`src/hw/rtl/bpa_pkg.sv`:
```
`timescale 1ns / 1ps
`default_nettype none

package bpa_pkg;

  // granted offset width is fixed by the result format
  localparam int OFF_W = 13;

  localparam logic KIND_ALLOC = 1'b0;
  localparam logic KIND_FREE  = 1'b1;

  typedef enum logic [1:0] {
    ST_OK    = 2'd0,
    ST_ZERO  = 2'd1,
    ST_NOFIT = 2'd2,
    ST_RANGE = 2'd3
  } status_t;

  typedef enum logic [8:0] {
    S_CLEAR = 9'b000000001,
    S_IDLE  = 9'b000000010,
    S_ASCAN = 9'b000000100,
    S_AMARK = 9'b000001000,
    S_FFIND = 9'b000010000,
    S_FREAD = 9'b000100000,
    S_FLEN  = 9'b001000000,
    S_FCLR  = 9'b010000000,
    S_RESP  = 9'b100000000
  } state_t;

endpackage

`default_nettype wire

```
`src/hw/rtl/block_pool_allocator.sv`:
```
// channel | handshake               | payload
// --------+-------------------------+----------------------------------------
// in      | in_valid / in_stall     | kind, request_bytes, release_offset
// out     | out_valid / out_stall   | status, granted_offset
//
// allocate: zero size answers straight from S_RESP; otherwise, an oversized request too, the map
//   is scanned top down one entry a cycle and the run is then marked one entry a cycle,
//   as the map memory has a single write and a single read port
// free: outside the pool answers straight from S_RESP; otherwise the entry is located (S_FFIND),
//   read (S_FREAD) and its length taken (S_FLEN), then a nonzero run is cleared one entry a cycle
// reset: a clearing pass over all NUM_BLOCKS entries with in_stall high
// one item in flight; a pending result does not hold off the next beat
`timescale 1ns / 1ps
`default_nettype none

module block_pool_allocator #(
  parameter int NUM_BLOCKS  = 256,
  parameter int BLOCK_BYTES = 32
) (
  input  wire logic                       clk,
  input  wire logic                       rst,
  input  wire logic                       in_valid,
  output logic                            in_stall,
  input  wire logic                       kind,
  input  wire logic [31:0]                request_bytes,
  input  wire logic [31:0]                release_offset,
  output logic                            out_valid,
  input  wire logic                       out_stall,
  output logic [1:0]                      status,
  output logic [bpa_pkg::OFF_W-1:0]       granted_offset
);

  localparam int AW   = $clog2(NUM_BLOCKS);
  localparam int LW   = $clog2(NUM_BLOCKS + 1);
  localparam int RB_W = $clog2(NUM_BLOCKS * BLOCK_BYTES + 1);
  localparam logic [31:0]   POOL_BYTES = 32'(NUM_BLOCKS * BLOCK_BYTES);
  localparam logic [RB_W-1:0] BB_R     = RB_W'(BLOCK_BYTES);
  localparam logic [AW-1:0] LAST_BLK   = AW'(NUM_BLOCKS - 1);

  // offset / BLOCK_BYTES by reciprocal multiply, exact for every offset in the pool
  localparam int DIV_N = $clog2(NUM_BLOCKS * BLOCK_BYTES);
  localparam int DIV_L = $clog2(BLOCK_BYTES);
  localparam int DIV_S = DIV_N + DIV_L;
  localparam int MUL_W = 2 * DIV_N + 2;
  localparam logic [63:0] DIV_M =
    ((64'd1 << DIV_S) + 64'(BLOCK_BYTES) - 64'd1) / 64'(BLOCK_BYTES);

  bpa_pkg::state_t  state;
  bpa_pkg::status_t res_status;
  logic [bpa_pkg::OFF_W-1:0] res_offset;
  logic [31:0]      req;

  logic [AW-1:0]    scan_addr;
  logic             scan_done;
  logic [AW-1:0]    data_addr;
  logic             data_vld;
  logic [LW-1:0]    run;
  logic [RB_W-1:0]  run_bytes;

  logic [AW-1:0]    mark_addr;
  logic [LW-1:0]    mark_cnt;
  logic [LW-1:0]    mark_len;

  logic [AW-1:0]    idx;
  logic [AW-1:0]    clr_addr;
  logic [LW-1:0]    clr_cnt;

  logic             ram_we;
  logic [AW-1:0]    ram_waddr;
  logic [LW-1:0]    ram_wdata;
  logic [AW-1:0]    ram_raddr;
  logic [LW-1:0]    rd_data;

  logic             accept;
  logic             push;
  logic             entry_free;
  logic [LW-1:0]    run_next;
  logic [RB_W-1:0]  run_bytes_next;
  logic             hit;
  logic [MUL_W-1:0] div_prod;
  logic [31:0]      prod;

  bpa_ram #(
    .WIDTH(LW),
    .DEPTH(NUM_BLOCKS)
  ) u_map (
    .clk  (clk),
    .we   (ram_we),
    .waddr(ram_waddr),
    .wdata(ram_wdata),
    .raddr(ram_raddr),
    .rdata(rd_data)
  );

  assign in_stall = (state != bpa_pkg::S_IDLE);
  assign accept   = in_valid && (state == bpa_pkg::S_IDLE);
  assign push     = (state == bpa_pkg::S_RESP) && (!out_valid || !out_stall);

  assign ram_we    = (state == bpa_pkg::S_CLEAR) || (state == bpa_pkg::S_AMARK) ||
                     (state == bpa_pkg::S_FCLR);
  assign ram_waddr = (state == bpa_pkg::S_AMARK) ? mark_addr : clr_addr;
  assign ram_wdata = (state == bpa_pkg::S_AMARK) ? mark_len : '0;
  assign ram_raddr = (state == bpa_pkg::S_ASCAN) ? scan_addr : idx;

  // run measured in bytes, so the first hit is exactly the rounded-up length
  assign entry_free     = (rd_data == '0);
  assign run_next       = entry_free ? LW'(run + 1'b1) : '0;
  assign run_bytes_next = entry_free ? RB_W'(run_bytes + BB_R) : '0;
  assign hit            = data_vld && entry_free && (32'(run_bytes_next) >= req);
  assign div_prod       = MUL_W'(req[DIV_N-1:0]) * MUL_W'(DIV_M);
  assign prod           = 32'(data_addr) * 32'(BLOCK_BYTES);

  always_ff @(posedge clk) begin
    if (rst) begin
      state     <= bpa_pkg::S_CLEAR;
      clr_addr  <= '0;
      out_valid <= 1'b0;
    end else begin
      if (out_valid && !out_stall && !push) begin
        out_valid <= 1'b0;
      end
      unique case (state)
        bpa_pkg::S_CLEAR: begin
          if (clr_addr == LAST_BLK) begin
            state <= bpa_pkg::S_IDLE;
          end else begin
            clr_addr <= AW'(clr_addr + 1'b1);
          end
        end
        bpa_pkg::S_IDLE: begin
          if (accept) begin
            if (kind == bpa_pkg::KIND_FREE) begin
              state <= (release_offset >= POOL_BYTES) ? bpa_pkg::S_RESP : bpa_pkg::S_FFIND;
            end else begin
              state <= (request_bytes == '0) ? bpa_pkg::S_RESP : bpa_pkg::S_ASCAN;
            end
          end
        end
        bpa_pkg::S_ASCAN: begin
          if (hit) begin
            state <= bpa_pkg::S_AMARK;
          end else if (data_vld && data_addr == '0) begin
            state <= bpa_pkg::S_RESP;
          end
        end
        bpa_pkg::S_AMARK: begin
          if (mark_cnt == LW'(1)) begin
            state <= bpa_pkg::S_RESP;
          end
        end
        bpa_pkg::S_FFIND: begin
          state <= bpa_pkg::S_FREAD;
        end
        bpa_pkg::S_FREAD: begin
          state <= bpa_pkg::S_FLEN;
        end
        bpa_pkg::S_FLEN: begin
          if (rd_data == '0) begin
            state <= bpa_pkg::S_RESP;
          end else begin
            state    <= bpa_pkg::S_FCLR;
            clr_addr <= idx;
          end
        end
        bpa_pkg::S_FCLR: begin
          // clearing stops at the top of the map
          if (clr_cnt == LW'(1) || clr_addr == LAST_BLK) begin
            state <= bpa_pkg::S_RESP;
          end else begin
            clr_addr <= AW'(clr_addr + 1'b1);
          end
        end
        bpa_pkg::S_RESP: begin
          if (push) begin
            out_valid <= 1'b1;
            state     <= bpa_pkg::S_IDLE;
          end
        end
        default: begin
          state <= bpa_pkg::S_CLEAR;
        end
      endcase
    end
  end

  always_ff @(posedge clk) begin
    if (accept) begin
      req        <= (kind == bpa_pkg::KIND_FREE) ? release_offset : request_bytes;
      res_offset <= '0;
      if (kind == bpa_pkg::KIND_FREE) begin
        res_status <= (release_offset >= POOL_BYTES) ? bpa_pkg::ST_RANGE : bpa_pkg::ST_OK;
      end else if (request_bytes == '0) begin
        res_status <= bpa_pkg::ST_ZERO;
      end else begin
        res_status <= bpa_pkg::ST_NOFIT;
      end
      scan_addr <= LAST_BLK;
      scan_done <= 1'b0;
      data_vld  <= 1'b0;
      run       <= '0;
      run_bytes <= '0;
      idx       <= '0;
    end

    if (state == bpa_pkg::S_ASCAN) begin
      // each read issues in the cycle before its entry is judged
      data_addr <= scan_addr;
      data_vld  <= !scan_done;
      if (scan_addr == '0) begin
        scan_done <= 1'b1;
      end else begin
        scan_addr <= AW'(scan_addr - 1'b1);
      end
      if (data_vld) begin
        run       <= run_next;
        run_bytes <= run_bytes_next;
      end
      if (hit) begin
        res_status <= bpa_pkg::ST_OK;
        res_offset <= prod[bpa_pkg::OFF_W-1:0];
        mark_addr  <= data_addr;
        mark_cnt   <= run_next;
        mark_len   <= run_next;
      end
    end

    if (state == bpa_pkg::S_AMARK) begin
      mark_addr <= AW'(mark_addr + 1'b1);
      mark_cnt  <= LW'(mark_cnt - 1'b1);
    end

    if (state == bpa_pkg::S_FFIND) begin
      idx <= AW'(div_prod >> DIV_S);
    end

    if (state == bpa_pkg::S_FLEN) begin
      clr_cnt <= rd_data;
    end

    if (state == bpa_pkg::S_FCLR) begin
      clr_cnt <= LW'(clr_cnt - 1'b1);
    end

    if (push) begin
      status         <= res_status;
      granted_offset <= res_offset;
    end
  end

  a_offset_only_on_ok: assert property (@(posedge clk) disable iff (rst)
    (out_valid && granted_offset != '0) |-> (status == bpa_pkg::ST_OK))
    else $error("nonzero granted offset on a failed beat");

  a_mark_in_map: assert property (@(posedge clk) disable iff (rst)
    (state == bpa_pkg::S_AMARK) |->
      ((32'(mark_addr) + 32'(mark_cnt)) <= 32'(NUM_BLOCKS)))
    else $error("run marking runs past the top of the map");

  a_mark_ends_ok: assert property (@(posedge clk) disable iff (rst)
    (state == bpa_pkg::S_AMARK && mark_cnt == LW'(1)) |=>
      (state == bpa_pkg::S_RESP && res_status == bpa_pkg::ST_OK))
    else $error("finished marking without an ok result");

  a_clear_done: assert property (@(posedge clk) disable iff (rst)
    ($past(state) == bpa_pkg::S_CLEAR && state == bpa_pkg::S_IDLE) |->
      ($past(clr_addr) == LAST_BLK))
    else $error("left the clearing pass early");

endmodule

`default_nettype wire

```
`src/hw/rtl/bpa_ram.sv`:
```
`timescale 1ns / 1ps
`default_nettype none

module bpa_ram #(
  parameter int WIDTH = 9,
  parameter int DEPTH = 256
) (
  input  wire logic                     clk,
  input  wire logic                     we,
  input  wire logic [$clog2(DEPTH)-1:0] waddr,
  input  wire logic [WIDTH-1:0]         wdata,
  input  wire logic [$clog2(DEPTH)-1:0] raddr,
  output logic      [WIDTH-1:0]         rdata
);

  logic [WIDTH-1:0] mem [DEPTH];

  always_ff @(posedge clk) begin
    if (we) begin
      mem[waddr] <= wdata;
    end
    rdata <= mem[raddr];
  end

endmodule

`default_nettype wire
```
`config.mk`:
```
export PLATFORM = sky130hd
export DESIGN_NAME = block_pool_allocator
export DESIGN_NICKNAME = d
export VERILOG_FILES = /design/src/hw/rtl/bpa_pkg.sv /design/src/hw/rtl/block_pool_allocator.sv /design/src/hw/rtl/bpa_ram.sv
export SDC_FILE = /design/constraint.sdc
export NUM_CORES = 2
export LEC_CHECK = 0
export BUFFER_PORTS_ARGS = -buffer_cell sky130_fd_sc_hd__buf_2
export CAP_MARGIN = 10
export CORE_MARGIN = 2
export CORE_UTILIZATION = 30
export DETAILED_ROUTE_END_ITERATION = 10
export PLACE_DENSITY_LB_ADDON = 0.12
export SLEW_MARGIN = 25
export SYNTH_ARGS = -nofsm -noshare
export SYNTH_HDL_FRONTEND = slang
export SYNTH_SLANG_ARGS = --single-unit
```
`constraint.sdc`:
```
create_clock -name clk -period 12.2 [get_ports clk]
set_clock_uncertainty 0.05 [all_clocks]
set_input_delay 1.83 -clock clk [delete_from_list [all_inputs] [get_ports clk]]
set_output_delay 1.83 -clock clk [all_outputs]
set_load 0.02 [all_outputs]
```
==> results.ini <==
[worst_setup_path]
critPathKind = flip-flop to flip-flop
critPathCaptureType = flip-flop
ff2ff_setup_slack_ps = 6140
worstPathRequired_ps = 12940
crit_start = state[1]
critPathMaxFanout = 80
r2r_end = u_map.rdata[4]
r2r.worst_path.cells = 10
startpoint_type = flip-flop
worstPathArrival_ps = 6800
rr_startpoint = state[1]

[cts]
worstSkewPairLatency_ps = 910
cts_tree = built
post_cts_buffers = 0
cts_made_buffers = 285
cts.sinks = 2477
clockRootBuffer = clkbuf_16
ctsHoldBuffers = 0
htree_levels = 5
clkTransAtPathRegs_ps = 60
cts_resized = 0
clockBufferDepth = 4

[placed_design]
hpwlAfterDp_um = 216200
io_buffers = 85
place_congestion = 0.8425
dpl_cell_area_mm2 = 0.1055

[timing]
min_period_over_period = 0.4968
tns_ps = 0
hold_viol_final = 0
maxSlewViolCount = 0
finalSetupViolCount = 0
maxSlewHeadroom = 0.2200
max_freq_mhz = 165.0
whs_ps = 371.9
worst_pin_slew_ps = 1155
rsz0062_at_grt = no
post-route-min-period_ps = 6061

[yosys]
synth_seq_cells = 2477
yosysUniqueCellTypes = 79
synth-edff-count = 2403
syn_nets = 7567
yosys_most_used_dff = edfxtp_1
syn_area_mm2 = 0.09897
ys_seq_area_frac = 0.7440
syn_avg_cell_area_um2 = 13.24
synth_warnings = 0
synthCells = 7474
async_reset_ff_frac = 0

[job]
maxCapViolCount = 0

[route]
drc = 0
routed_via_density = 5.265
routed_wl_um = 362500
ant_nets = 0
wire_per_inst_um = 29.67
drt_iter0_drc = 6554
first_pass_iters = 6
via_count = 64327

[power_and_ir_drop]
power_frac_comb = 0.013
max-vdd-ir-drop_v = 0.00009755
netSwitchingPower_mw = 3.842
p_sw_frac = 0.2138
leakagePower_nw = 36.48
cellPowerDensity_mw_per_mm2 = 156.6
power_frac_seq = 0.515
p_clk_frac = 0.472
internal-power_mw = 14.13

[die]
die_w_um = 578.4
core_area_mm2 = 0.3279
start_util = 0.3018
dieArea_mm2 = 0.3345
die_h_um = 578.4
ios = 86
rows = 210

[cells_and_area]
area_growth_pct = 15.94
utilization = 0.3500
multiInputGateArea_mm2 = 0.02387
regArea_mm2 = 0.07364
nNetsFinal = 7733
nFillCells = 31897
layout-drive-gt1-share = 0.1280
stdcell_area_mm2 = 0.1148

[global_routing]
grt_first_pass_wirelength_um = 503400
grt_pass1_vias = 61791
gr-usage-all-layers = 0.2121
grt_max_degree = 175
antenna_found_initial = 27
overflow = 0

[min_path]
worstHoldStart = res_offset[4]
hold_path_depth = 0
hp-class = flip-flop to flip-flop
hold_end = granted_offset[4]

[status]
outcome = finished, final reports clean

through the flow:
stage	total power [mW]	cells	setup WS (ps)
after global routing	18.45	12214	5956
after floorplan	9.519	7474	5766
after global placement	9.661	11688	5496
final	17.98	12217	6139
after CTS	18.13	12211	6112
after detailed placement	9.668	11697	6134
flip-flops by register name, summed over array words and instances, names as in the netlist, 13 cells and up:
signal,flops
req,32
granted_offset,13
u_map.mem,2304
res_offset,13
run_bytes,14
synth_stat cells, types with 18 or more instances:
cell type,count,area [um2]
and3_1,55,344.1
a311oi_1,25,219.0
a22oi_1,29,217.7
nand3_1,660,3303
nor4_1,40,250.2
a21oi_1,123,615.6
edfxtp_1,2403,72160
a31oi_1,234,1464
nand4_1,194,1214
dfxtp_1,74,1481
xor2_1,18,157.7
a32oi_1,65,569.3
nor3_1,40,200.2
xnor2_1,18,157.7
inv_1,45,168.9
and2_1,35,219.0
mux2_2,36,405.4
a22o_1,18,157.7
mux2i_1,178,1782
nand3b_1,18,135.1
buf_2,145,725.7
a41oi_1,33,289.0
o21ai_0,81,405.4
clkbuf_1,234,878.3
ha_1,24,300.3
nor2_1,361,1355
a211oi_1,47,352.8
o22ai_1,39,244.0
nand2_1,1940,7282
buf_1,57,214.0
critical path, stage by stage, from the launching register on:
cell and delay, ps:
dfxtp_1 850, inv_1 460, a311oi_1 610, a31o_4 420, buf_4 660, buf_12 580, a31oi_1 180, nand4_1 250
a41oi_1 460, or4_1 880, or4_1 460
area by class of cell:
class | instances | area share
timing repair buffer | 336 | 0.02205
multi-input combinational | 4495 | 0.2080
sequential | 2477 | 0.6417
inverter | 45 | 0.001472
antenna | 4 | 0.00008723
tap | 4346 | 0.04739
clock inverter | 160 | 0.01404
clock buffer | 354 | 0.06521
layout by cell type, fill, tap and decap left out, types with 39 or more instances in the layout:
cell       synthesis  routed
edfxtp_1        2403    2403
nand2_1         1940    1921
nand3_1          660     660
clkbuf_16          0     287
a31oi_1          234     229
buf_4             11     227
nor2_1           361     225
nand4_1          194     194
mux2i_1          178     174
nor2_2             3     134
a21oi_1          123     121
buf_2            145      87
o21ai_0           81      78
dfxtp_1           74      74
a32oi_1           65      65
clkbuf_1         234      62
clkinv_2           0      56
and3_1            55      55
clkinv_1           0      51
a211oi_1          47      46
inv_1             45      45
nor3_1            40      39
o22ai_1           39      39
cells by family after synthesis:
family | Yosys count | share of synthesized area
AND/OR/NAND/NOR | 3423 | 0.1504
flip-flops | 2477 | 0.7440
AO/OA/AOI/OAI | 798 | 0.05524
buffers and inverters | 502 | 0.02205
multiplexers | 214 | 0.02210
XOR/XNOR | 36 | 0.003186
adder cells (fa/ha/maj) | 24 | 0.003034
metal layers:
metal | share of wire | GRT usage | wire [um] | vias up
li1 | - | - | - | 28189
met4 | 0.032 | 0.06694 | 11780 | 6
met2 | 0.47 | 0.3423 | 170200 | 2160
met1 | 0.44 | 0.2953 | 159400 | 33452
met3 | 0.058 | 0.02860 | 20980 | 520
met5 | 0.00045 | 0.002694 | 162 | -
how the worst max path moves through the flow:
stage / to / cells after the start
2_1_floorplan: u_map.mem[0][4] / 9
3_3_place_gp: u_map.rdata[5] / 10
3_5_place_dp: u_map.rdata[4] / 10
4_1_cts: u_map.rdata[4] / 10
5_1_grt: u_map.rdata[0] / 12
6_report: u_map.rdata[4] / 10
power by group through the flow:
stage               Sequential, mW  Clock (mW)  Combinational (mW)
floorplan                     9.42           0              0.0966
global placement              9.43           0               0.229
detailed placement            9.43           0               0.236
CTS                           9.25        8.64               0.236
global route                  9.25        8.95               0.246
finish                        9.25        8.48               0.237
Note: power is estimated with default switching activity, not from simulation.
